## src/rtl/core/ndef_pkg.sv

```systemverilog
// Package for the NDEF record stream parser: section codes, field widths,
// and the helper that picks the first non-empty body field. No dependencies.
package ndef_pkg;

   localparam int BYTE_W = 8;
   localparam int LEN_W  = 32;
   localparam int SEC_W  = 3;
   localparam int IDX_W  = 2;

   // Section codes, also used as the parser phase
   localparam logic [SEC_W-1:0] SEC_HEADER  = 3'd0;
   localparam logic [SEC_W-1:0] SEC_TYPELEN = 3'd1;
   localparam logic [SEC_W-1:0] SEC_PAYLEN  = 3'd2;
   localparam logic [SEC_W-1:0] SEC_IDLEN   = 3'd3;
   localparam logic [SEC_W-1:0] SEC_TYPE    = 3'd4;
   localparam logic [SEC_W-1:0] SEC_ID      = 3'd5;
   localparam logic [SEC_W-1:0] SEC_PAYLOAD = 3'd6;

   // Index of the final byte of a long payload length
   localparam logic [IDX_W-1:0] LONG_LEN_LAST_IDX = 2'd3;

   // Header flag bit positions
   localparam int HDR_MB = 7;
   localparam int HDR_ME = 6;
   localparam int HDR_CF = 5;
   localparam int HDR_SR = 4;
   localparam int HDR_IL = 3;

   typedef struct packed {
      logic [SEC_W-1:0] phase;
      logic [LEN_W-1:0] remaining;
      logic             last;
   } body_type;

   // Enter the first non-empty body field at or after from_sec; flag the
   // record end when none is left.
   function automatic body_type enter_body(input logic [SEC_W-1:0]  from_sec,
                                           input logic [BYTE_W-1:0] type_cnt,
                                           input logic [BYTE_W-1:0] ident_cnt,
                                           input logic [LEN_W-1:0]  payload_cnt);
      body_type res;
      res.phase     = SEC_HEADER;
      res.remaining = '0;
      res.last      = 1'b1;
      if (from_sec <= SEC_TYPE && type_cnt != '0) begin
         res.phase     = SEC_TYPE;
         res.remaining = {{(LEN_W-BYTE_W){1'b0}}, type_cnt};
         res.last      = 1'b0;
      end else if (from_sec <= SEC_ID && ident_cnt != '0) begin
         res.phase     = SEC_ID;
         res.remaining = {{(LEN_W-BYTE_W){1'b0}}, ident_cnt};
         res.last      = 1'b0;
      end else if (from_sec <= SEC_PAYLOAD && payload_cnt != '0) begin
         res.phase     = SEC_PAYLOAD;
         res.remaining = payload_cnt;
         res.last      = 1'b0;
      end
      return res;
   endfunction

endpackage

```

## src/rtl/core/ndef_record_stream_parser_core.sv

```systemverilog
// NDEF record stream parser top level: tags each byte with its section.
// Depends on ndef_pkg.
//
// Output: an accepted byte is registered and shows on the rsp_ ports in the following cycle.
// Throughput: one item per cycle; the output register accepts a new item whenever it is
// empty or being drained in the same cycle.
// Reset (synchronous, active high): parser waits for a header byte, all lengths and
// counters clear, no result is pending.
module ndef_record_stream_parser_core
   import ndef_pkg::*;
(
   input  logic              clock,
   input  logic              reset,
   input  logic              req_valid,
   output logic              req_ready,
   input  logic [BYTE_W-1:0] req_data_byte,
   output logic              rsp_valid,
   input  logic              rsp_ready,
   output logic [BYTE_W-1:0] rsp_byte_out,
   output logic [SEC_W-1:0]  rsp_section,
   output logic              rsp_record_last,
   output logic              rsp_flag_mb,
   output logic              rsp_flag_me,
   output logic              rsp_flag_cf,
   output logic              rsp_flag_sr,
   output logic              rsp_flag_il,
   output logic [2:0]        rsp_name_format,
   output logic [BYTE_W-1:0] rsp_type_len,
   output logic [BYTE_W-1:0] rsp_ident_len,
   output logic [LEN_W-1:0]  rsp_payload_len
);

   // Parser state
   logic [SEC_W-1:0]  phase_ff,       phase_in;
   logic [BYTE_W-1:0] header_ff,      header_in;
   logic [BYTE_W-1:0] type_cnt_ff,    type_cnt_in;
   logic [BYTE_W-1:0] ident_cnt_ff,   ident_cnt_in;
   logic [LEN_W-1:0]  payload_cnt_ff, payload_cnt_in;
   logic [LEN_W-1:0]  remaining_ff,   remaining_in;
   logic [IDX_W-1:0]  len_idx_ff,     len_idx_in;

   // Result register
   logic              rsp_valid_ff;
   logic [BYTE_W-1:0] rsp_byte_ff;
   logic [SEC_W-1:0]  rsp_section_ff, section_in;
   logic              rsp_last_ff,    last_in;
   logic [BYTE_W-1:0] rsp_header_ff;
   logic [BYTE_W-1:0] rsp_type_len_ff;
   logic [BYTE_W-1:0] rsp_ident_len_ff;
   logic [LEN_W-1:0]  rsp_payload_len_ff;

   logic              accept;
   logic              len_done;
   logic [LEN_W-1:0]  payload_shift;
   body_type          body;

   // Take a new item when the result register is empty or drains this cycle
   assign req_ready = !rsp_valid_ff || rsp_ready;
   assign accept    = req_valid && req_ready;

   // Long length: shift the new big-endian byte in
   assign payload_shift = {payload_cnt_ff[LEN_W-BYTE_W-1:0], req_data_byte};

   always_comb begin
      phase_in       = phase_ff;
      header_in      = header_ff;
      type_cnt_in    = type_cnt_ff;
      ident_cnt_in   = ident_cnt_ff;
      payload_cnt_in = payload_cnt_ff;
      remaining_in   = remaining_ff;
      len_idx_in     = len_idx_ff;
      section_in     = phase_ff;
      last_in        = 1'b0;
      len_done       = 1'b0;
      body           = '0;

      case (phase_ff)
         SEC_TYPELEN: begin
            type_cnt_in    = req_data_byte;
            len_idx_in     = '0;
            payload_cnt_in = '0;
            phase_in       = SEC_PAYLEN;
         end
         SEC_PAYLEN: begin
            if (header_ff[HDR_SR]) begin
               payload_cnt_in = {{(LEN_W-BYTE_W){1'b0}}, req_data_byte};
               len_done       = 1'b1;
            end else begin
               payload_cnt_in = payload_shift;
               len_done       = (len_idx_ff == LONG_LEN_LAST_IDX);
               len_idx_in     = len_idx_ff + 1'b1;
            end
            if (len_done) begin
               len_idx_in = '0;
               if (header_ff[HDR_IL]) begin
                  phase_in = SEC_IDLEN;
               end else begin
                  body         = enter_body(SEC_TYPE, type_cnt_ff, ident_cnt_ff,
                                            payload_cnt_in);
                  phase_in     = body.phase;
                  remaining_in = body.remaining;
                  last_in      = body.last;
               end
            end
         end
         SEC_IDLEN: begin
            ident_cnt_in = req_data_byte;
            body         = enter_body(SEC_TYPE, type_cnt_ff, req_data_byte, payload_cnt_ff);
            phase_in     = body.phase;
            remaining_in = body.remaining;
            last_in      = body.last;
         end
         SEC_TYPE, SEC_ID, SEC_PAYLOAD: begin
            if (remaining_ff > 32'd1) begin
               remaining_in = remaining_ff - 1'b1;
            end else begin
               // Field done: advance to the next non-empty field or end the record
               body         = enter_body(phase_ff + 1'b1, type_cnt_ff, ident_cnt_ff,
                                         payload_cnt_ff);
               phase_in     = body.phase;
               remaining_in = body.remaining;
               last_in      = body.last;
            end
         end
         default: begin
            // Header byte, also the fallback for the unused phase code
            section_in     = SEC_HEADER;
            header_in      = req_data_byte;
            type_cnt_in    = '0;
            ident_cnt_in   = '0;
            payload_cnt_in = '0;
            remaining_in   = '0;
            len_idx_in     = '0;
            phase_in       = SEC_TYPELEN;
         end
      endcase
   end

   // Advance parser state on each accepted item
   always_ff @(posedge clock) begin
      if (reset) begin
         phase_ff       <= SEC_HEADER;
         header_ff      <= '0;
         type_cnt_ff    <= '0;
         ident_cnt_ff   <= '0;
         payload_cnt_ff <= '0;
         remaining_ff   <= '0;
         len_idx_ff     <= '0;
      end else if (accept) begin
         phase_ff       <= phase_in;
         header_ff      <= header_in;
         type_cnt_ff    <= type_cnt_in;
         ident_cnt_ff   <= ident_cnt_in;
         payload_cnt_ff <= payload_cnt_in;
         remaining_ff   <= remaining_in;
         len_idx_ff     <= len_idx_in;
      end
   end

   // Result valid: set on accept, drop when taken without a new item behind it
   always_ff @(posedge clock) begin
      if (reset) begin
         rsp_valid_ff <= 1'b0;
      end else if (accept) begin
         rsp_valid_ff <= 1'b1;
      end else if (rsp_ready) begin
         rsp_valid_ff <= 1'b0;
      end
   end

   // Result payload: fields reflect state after the byte is taken in
   always_ff @(posedge clock) begin
      if (accept) begin
         rsp_byte_ff        <= req_data_byte;
         rsp_section_ff     <= section_in;
         rsp_last_ff        <= last_in;
         rsp_header_ff      <= header_in;
         rsp_type_len_ff    <= type_cnt_in;
         rsp_ident_len_ff   <= ident_cnt_in;
         rsp_payload_len_ff <= payload_cnt_in;
      end
   end

   assign rsp_valid       = rsp_valid_ff;
   assign rsp_byte_out    = rsp_byte_ff;
   assign rsp_section     = rsp_section_ff;
   assign rsp_record_last = rsp_last_ff;
   assign rsp_flag_mb     = rsp_header_ff[HDR_MB];
   assign rsp_flag_me     = rsp_header_ff[HDR_ME];
   assign rsp_flag_cf     = rsp_header_ff[HDR_CF];
   assign rsp_flag_sr     = rsp_header_ff[HDR_SR];
   assign rsp_flag_il     = rsp_header_ff[HDR_IL];
   assign rsp_name_format = rsp_header_ff[2:0];
   assign rsp_type_len    = rsp_type_len_ff;
   assign rsp_ident_len   = rsp_ident_len_ff;
   assign rsp_payload_len = rsp_payload_len_ff;

endmodule
```

## config.mk

```make
export PLATFORM = sky130hd
export DESIGN_NAME = ndef_record_stream_parser_core
export DESIGN_NICKNAME = d
export VERILOG_FILES = /design/src/rtl/core/ndef_pkg.sv /design/src/rtl/core/ndef_record_stream_parser_core.sv
export SDC_FILE = /design/constraint.sdc
export NUM_CORES = 1
export LEC_CHECK = 0
export BUFFER_PORTS_ARGS = -buffer_cell sky130_fd_sc_hd__buf_4
export CORE_ASPECT_RATIO = 1.75
export CORE_MARGIN = 3
export CORE_UTILIZATION = 50
export DETAILED_ROUTE_END_ITERATION = 6
export PLACE_DENSITY = 0.7
export RECOVER_POWER = 50
export SLEW_MARGIN = 20
export SYNTH_ARGS = -nofsm -noshare
export SYNTH_HDL_FRONTEND = slang
export SYNTH_SLANG_ARGS = --single-unit
```

## constraint.sdc

```tcl
create_clock -name clock -period 6.65 [get_ports clock]
set_clock_uncertainty 0.1 [all_clocks]
set_input_delay 0.665 -clock clock [delete_from_list [all_inputs] [get_ports clock]]
set_output_delay 0.665 -clock clock [all_outputs]
set_load 0.03 [all_outputs]
```

==> results of run 1 <==
[power by group through the flow]
stage | sequential, mW | clock (mW) | combinational (mW)
after floorplan | 1.16 | 0 | 0.236
after global placement | 1.11 | 0 | 0.407
after detailed placement | 1.12 | 0 | 0.407
after CTS | 1.09 | 1.03 | 0.408
after global routing | 1.10 | 1.07 | 0.422
final | 1.09 | 1.02 | 0.393
[layer usage]
metal  track usage (%)  share of wire, %  routed length [microns]  vias up
met5                 0                 0                        0        -
met2              52.1                51                    14100      397
met3              4.90               6.1                     1720      123
li1                  -                 -                        -     3509
met1              35.7                36                     9990     3701
met4              20.0               7.4                     2070        0
[sequential cells by signal (all words and copies together), names as in the netlist]
signal	flops
type_cnt_ff	8
remaining_ff	32
payload_cnt_ff	32
len_idx_ff	2
rsp_section	3
rsp_type_len	8
phase_ff	3
rsp_ident_len	8
rsp_valid	1
header_ff	8
rsp_byte_out	8
rsp_payload_len	32
rsp_record_last	1
ident_cnt_ff	8
rsp_header_ff	8
[kinds of logic (layout without fill, tap and decap cells)]
group	after synthesis	after routing	synth area share (%)
and+or+nand+nor	319	319	18.8
AOI/OAI and AO/OA	276	276	24.4
muxes	20	20	2.51
adders and majority gates	9	9	1.36
xor gates and xnor gates	8	8	0.846
DFF	162	162	47.4
buffers and inverters	91	140	4.68
[critical path, stage by stage]
cell and delay, ns:
clkbuf_1 2.40, nor2_1 1.03, o311ai_0 0.65, o211ai_1 0.14
[worst max path at each step]
stage / to / cells after the start
CTS: remaining_ff[21] / 9
detailed placement: remaining_ff[21] / 9
global placement: remaining_ff[30] / 9
finish: remaining_ff[21] / 4
floorplan: payload_cnt_ff[10] / 6
global route: remaining_ff[21] / 4
[layout make-up]
type                       count  area, sq um
clock inverter                13          165
inverter                      12         45.0
tap                          220          275
fill                        1495         6860
sequential                   162         3920
clock buffer                  19          443
multi-input combinational    632         3980
timing repair buffer          96          417
[placed cells by master, fill, tap and decap left out, drive strengths merged, types with 8 or more instances in the layout]
master  count
a22o       35
a211oi     10
nor2      117
ha          9
and3       19
mux2i      14
a21o        8
a22oi      24
nor3       22
edfxtp     68
buf        14
nand2      53
o21ai      43
a21oi      36
dfxtp      94
nand3      33
a31oi      14
nor4       30
or4         9
a32oi      32
clkbuf    101
inv        18
[metrics by stage]
stage	worst slack [ns]	power [mW]	hold WS [ns]	std cells	util, %
4_1_cts	3.04	2.53	0.377	1154	59.3
3_3_place_gp	3.12	1.52	0.363	1122	55.5
3_5_place_dp	3.05	1.52	0.369	1122	55.5
5_1_grt	1.51	2.59	0.400	1154	57.4
6_report	1.90	2.51	0.381	1154	57.4
2_1_floorplan	2.59	1.40	0.345	885	-
==> impl_results.md, run 1 <==
* Outcome: finished with violations
* Failing checks: max-capacitance violations, max-slew violations
* Top cells by area, synth: edfxtp_1 25%, dfxtp_1 23%, nor2_1 5.3%
* Startpoint Class: input pin
* Dpl cell area at a little under 9000 sq um
* Hold Crit Class: reg2reg
* Overall Global Routing Usage at 31.0%
* Number of global-route vias before repair at ~7400
* Reg2reg start: rsp_valid
* DR WL/cell at 24.2 microns
* Setup crit end kind: flip-flop
* DR vias/cell at roughly 6.7
* Worst-path clk slew at roughly 0.06 ns
* Ys async rst share at 0%
* RePlAce Congestion at slightly above 1
* Num CTS Buffers at 17
* First DRT Iteration DRCs at around 670
* Post-synth top area share at about a quarter
* Design area at 9250 sq um
* Post-cts sizing count at 0
* Synth Instances at a little under 900
* Logic pwr share at 15.7%
* First-pass GRT wire length at 42.6 mm
* Static leakage at ~3.4 nW
* CTS Root Cell: clkbuf_16
* Minimum clock period at 4.75 ns
* CTS Hold Bufs at 0
* Die H at ~180 microns
* Post-synthesis instance area at around 8300 sq um
* Synthesis-to-layout area growth at 11.7%
* Total number of vias at just under 8000
* Avg Inst Size Synth at just over 9 sq um
* Clock buffer depth at 2
* Main synth FF type: dfxtp_1
* Top cells by count, synth: 117 x nor2_1, 94 x dfxtp_1, 68 x edfxtp_1
* Int Pwr at 1.75 mW
* Post-synth EDFFs at 68
* Largest net degree at the start of global routing at 79
* CP required at roughly 6.8 ns
* Pre-Repair DR Iteration Count at 5
* Worst Tran Pin Value at around 3.5 ns
* Residual DRC at 0
* Sw Ratio at between 30% and 40%
* Unrepaired setup endpoints after global routing: no
* Worst skew pair latency at 0.43 ns
* Slew Limit Fails at approximately 130
* Crit path kind: in2reg
* Dpl hpwl at 19.0 mm
* Buffers added on ports at 81
* Ys Warns at 0
* Crit Reg-Reg Endpoint: ident_cnt_ff[3]
* Clk sinks at roughly 160
* Part of the Yosys area used for sequential elements at a little under half
* Die ar. at between 15000 and 20000 sq um
* H-tree Lvls at 4
* # diodes at 0
* Reg power frac at a little over two fifths
* VDD IR max at 208 uV
* Final setup vio count at 0
* Period utilization at a little under three quarters
* Routed Antenna Nets at 0
* Syn nets at a little over 900
* Die Wd at 103 microns
* Area leader, netlist: edfxtp_1
* Fmax at approximately 0.21 GHz
* Initial antenna violation count at 0
* MaxCap Viol Count at 2
* Synth Register Bits at 162
* Core area at 16100 sq um
* End of the worst hold path: remaining_ff[28]
* CP Launch Point: reset
* TNS Setup at 0 ns
* Hold path cells at 2
* Drt total wl at 27.9 mm
* Yosys cell types at 71
* Final hold viol count at 0
* Arrival time at the worst endpoint at a little under 5 ns
* Worst Path Max Fanout at 78
* Nets at ~940
* Total grt overflow at 0
* I/O pins at 82
* Count leader, synth: nor2_1
* Layout cells sized above 1 at approximately 7%
* Pwr dens at 271 nW/um^2
* Reg2reg setup slack at around 2.5 ns
* Initial Utilization at about half
* NetSw at 0.752 mW
* Worst Reg2Reg Path Length in Cells at 5
* Post CTS Setup Buffer Count at 0
* Hold Startpoint: remaining_ff[28]
* Clk pwr share at about two fifths
* CTS tree: done
* Slew Limit Headroom at -132%
* # rows at 61
No activity file was read; power rests on OpenSTA's default activity.
==> run 2, diff against run 1 <==
clock period = 4.43 ns   (was 6.65 ns; I/O delays follow)
==> impl_results.md, run 2 (same netlist as run 1, synthesis figures left out) <==
* Layout cells sized above 1 at 8.16% (was 6.96%)
* Int Pwr at 2.64 mW (was 1.75 mW)
* Core area at 16100 sq um (unchanged)
* Clock buffer depth at 2 (unchanged)
* Initial Utilization at 51.4% (unchanged)
* TNS Setup at 0 ns (unchanged)
* CTS tree: done (unchanged)
* Post-cts sizing count at 0 (unchanged)
* CTS Hold Bufs at 0 (unchanged)
* Worst skew pair latency at 0.43 ns (about the same)
* Fmax at between 0.3 and 0.4 GHz
* Outcome: finished, final reports clean (was finished with violations)
* Hold Crit Class: in2reg (was reg2reg)
* RePlAce Congestion at 0.984 (was 1.02)
* Final hold viol count at 0 (unchanged)
* Worst Reg2Reg Path Length in Cells at 7 (was 5)
* CTS Root Cell: clkbuf_16 (unchanged)
* DR vias/cell at 6.71 (was 6.70)
* CP required at 4.58 ns (was 6.82 ns)
* Dpl hpwl at 19.4 mm (was 19.0 mm)
* Commonest non-fill, non-tap cell in the layout: nor2_1 (unchanged)
* MaxCap Viol Count at 0 (was 2)
* Register area at 3920 sq um (unchanged)
* Drt total wl at 28.2 mm (was 27.9 mm)
* Initial antenna violation count at 0 (unchanged)
* Reg power frac at 43.4% (was 43.7%)
* VDD IR max at 269 uV (was 208 uV)
* First-pass GRT wire length at 42.7 mm (was 42.6 mm)
* Commonest cells after routing, fill and taps aside: 116 x nor2_1, 94 x dfxtp_1, 79 x clkbuf_1, 68 x edfxtp_1, 53 x nand2_1 (was 116 x nor2_1, 94 x dfxtp_1, 82 x clkbuf_1, 68 x edfxtp_1, 52 x nand2_1)
* H-tree Lvls at 4 (unchanged)
* Crit path kind: reg2reg (was in2reg)
* Final setup vio count at 0 (unchanged)
* Clk pwr share at 40.7% (about the same)
* Num CTS Buffers at 17 (unchanged)
* I/O pins at 82 (unchanged)
* Overall Global Routing Usage at 31.3% (was 31.0%)
* # diodes at 0 (unchanged)
* Worst Tran Pin Value at 1.04 ns (was 3.48 ns)
* Sw Ratio at 30.0% (about the same)
* Slew Limit Headroom at 30.9% (was -132%)
* Fillcell total at 1476 (was 1495)
* # rows at 61 (unchanged)
* Total number of vias at 7810 (was 7730)
* Synthesis-to-layout area growth at 12.6% (was 11.7%)
* Minimum clock period at around 3.3 ns
* DR WL/cell at 24.2 microns (about the same)
* Number of global-route vias before repair at 7395 (was 7355)
* Layout Utilization at 57.9% (was 57.4%)
* Unrepaired setup endpoints after global routing: no (unchanged)
* Die ar. at 18200 sq um (unchanged)
* Multi-input logic area at 3970 sq um (was 3980 sq um)
* Die Wd at 103 microns (unchanged)
* Largest net degree at the start of global routing at 79 (unchanged)
* Period utilization at 73.9%
* Buffers added on ports at 81 (unchanged)
* Die H at 176 microns (unchanged)
* NetSw at 1.13 mW (was 0.752 mW)
* Arrival time at the worst endpoint at 3.43 ns (was 4.92 ns)
* Clk sinks at 162 (unchanged)
* Post CTS Setup Buffer Count at 0 (unchanged)
* Hold Worst Slack at 0.193 ns (was 0.381 ns)
* Routed Antenna Nets at 0 (unchanged)
* Worst-path clk slew at 0.07 ns (was 0.06 ns)
* Worst Path Max Fanout at 18 (was 78)
* Static leakage at 3.44 nW (was 3.37 nW)
* Setup crit end kind: flip-flop (unchanged)
* Nets at 952 (was 942)
* Residual DRC at 0 (unchanged)
* Logic pwr share at 15.8% (was 15.7%)
* Startpoint Class: flip-flop (was input pin)
* Hold path cells at 3 (was 2)
* Total grt overflow at 0 (unchanged)
* First DRT Iteration DRCs at 573 (was 671)
* Pre-Repair DR Iteration Count at 6 (was 5)
* Pwr dens at 405 nW/um^2 (was 271 nW/um^2)
* Slew Limit Fails at 0 (was 134)
run 2: layout make-up:
| type | count | share of cell area, % |
|---|---|---|
| clock buffers | 19 | 4.75 |
| clock inverters | 13 | 1.72 |
| inverters | 12 | 0.483 |
| multi-input cells | 632 | 42.6 |
| flip-flops and latches | 162 | 42.1 |
| well taps | 220 | 2.95 |
| repair buffers | 106 | 5.40 |
run 2: power by group through the flow:
stage | sequential (mW) | clock (mW) | combinational, mW
2_1_floorplan | 1.74 | 0 | 0.354
3_3_place_gp | 1.67 | 0 | 0.616
3_5_place_dp | 1.67 | 0 | 0.617
4_1_cts | 1.64 | 1.56 | 0.620
5_1_grt | 1.65 | 1.61 | 0.641
6_report | 1.64 | 1.54 | 0.599
run 2: worst max-delay path, stage by stage, from the launching register on:
cell and delay, ns:
dfxtp_1 0.36, or4_1 0.69, nor4_4 0.34, and4_1 0.66, buf_4 0.36, o211ai_1 0.21, nor3_1 0.28, a221oi_1 0.10
run 2: path summary, 6_finish.rpt:
| kind | start | endpoint | slack [ns] |
|---|---|---|---|
| setup reg to reg | remaining_ff[25] | phase_ff[0] | 1.16 |
| hold / removal | req_valid | rsp_valid | 0.19 |
| setup / recovery | remaining_ff[25] | phase_ff[0] | 1.16 |
| hold reg to reg | remaining_ff[31] | remaining_ff[31] | 0.40 |
run 2: through the flow:
step | worst slack (ns) | power (mW) | cell area (sq um) | cells
final | 1.16 | 3.78 | 9320 | 1164
after CTS | 1.21 | 3.82 | 9620 | 1164
after detailed placement | 1.23 | 2.29 | 9010 | 1132
after floorplan | 0.594 | 2.10 | 8280 | 885
after global routing | 0.981 | 3.90 | 9320 | 1164
after global placement | 1.31 | 2.29 | 9010 | 1132
run 2: routing by layer:
metal / GRT usage [%] / vias up / share of wire [%] / wire length, microns
met3: 6.21 / 134 / 5.9 / 1670
met1: 34.7 / 3738 / 35 / 9900
met4: 21.6 / 0 / 8.3 / 2350
met2: 52.4 / 421 / 51 / 14300
li1: - / 3517 / - / -
met5: 0 / - / 0 / 0
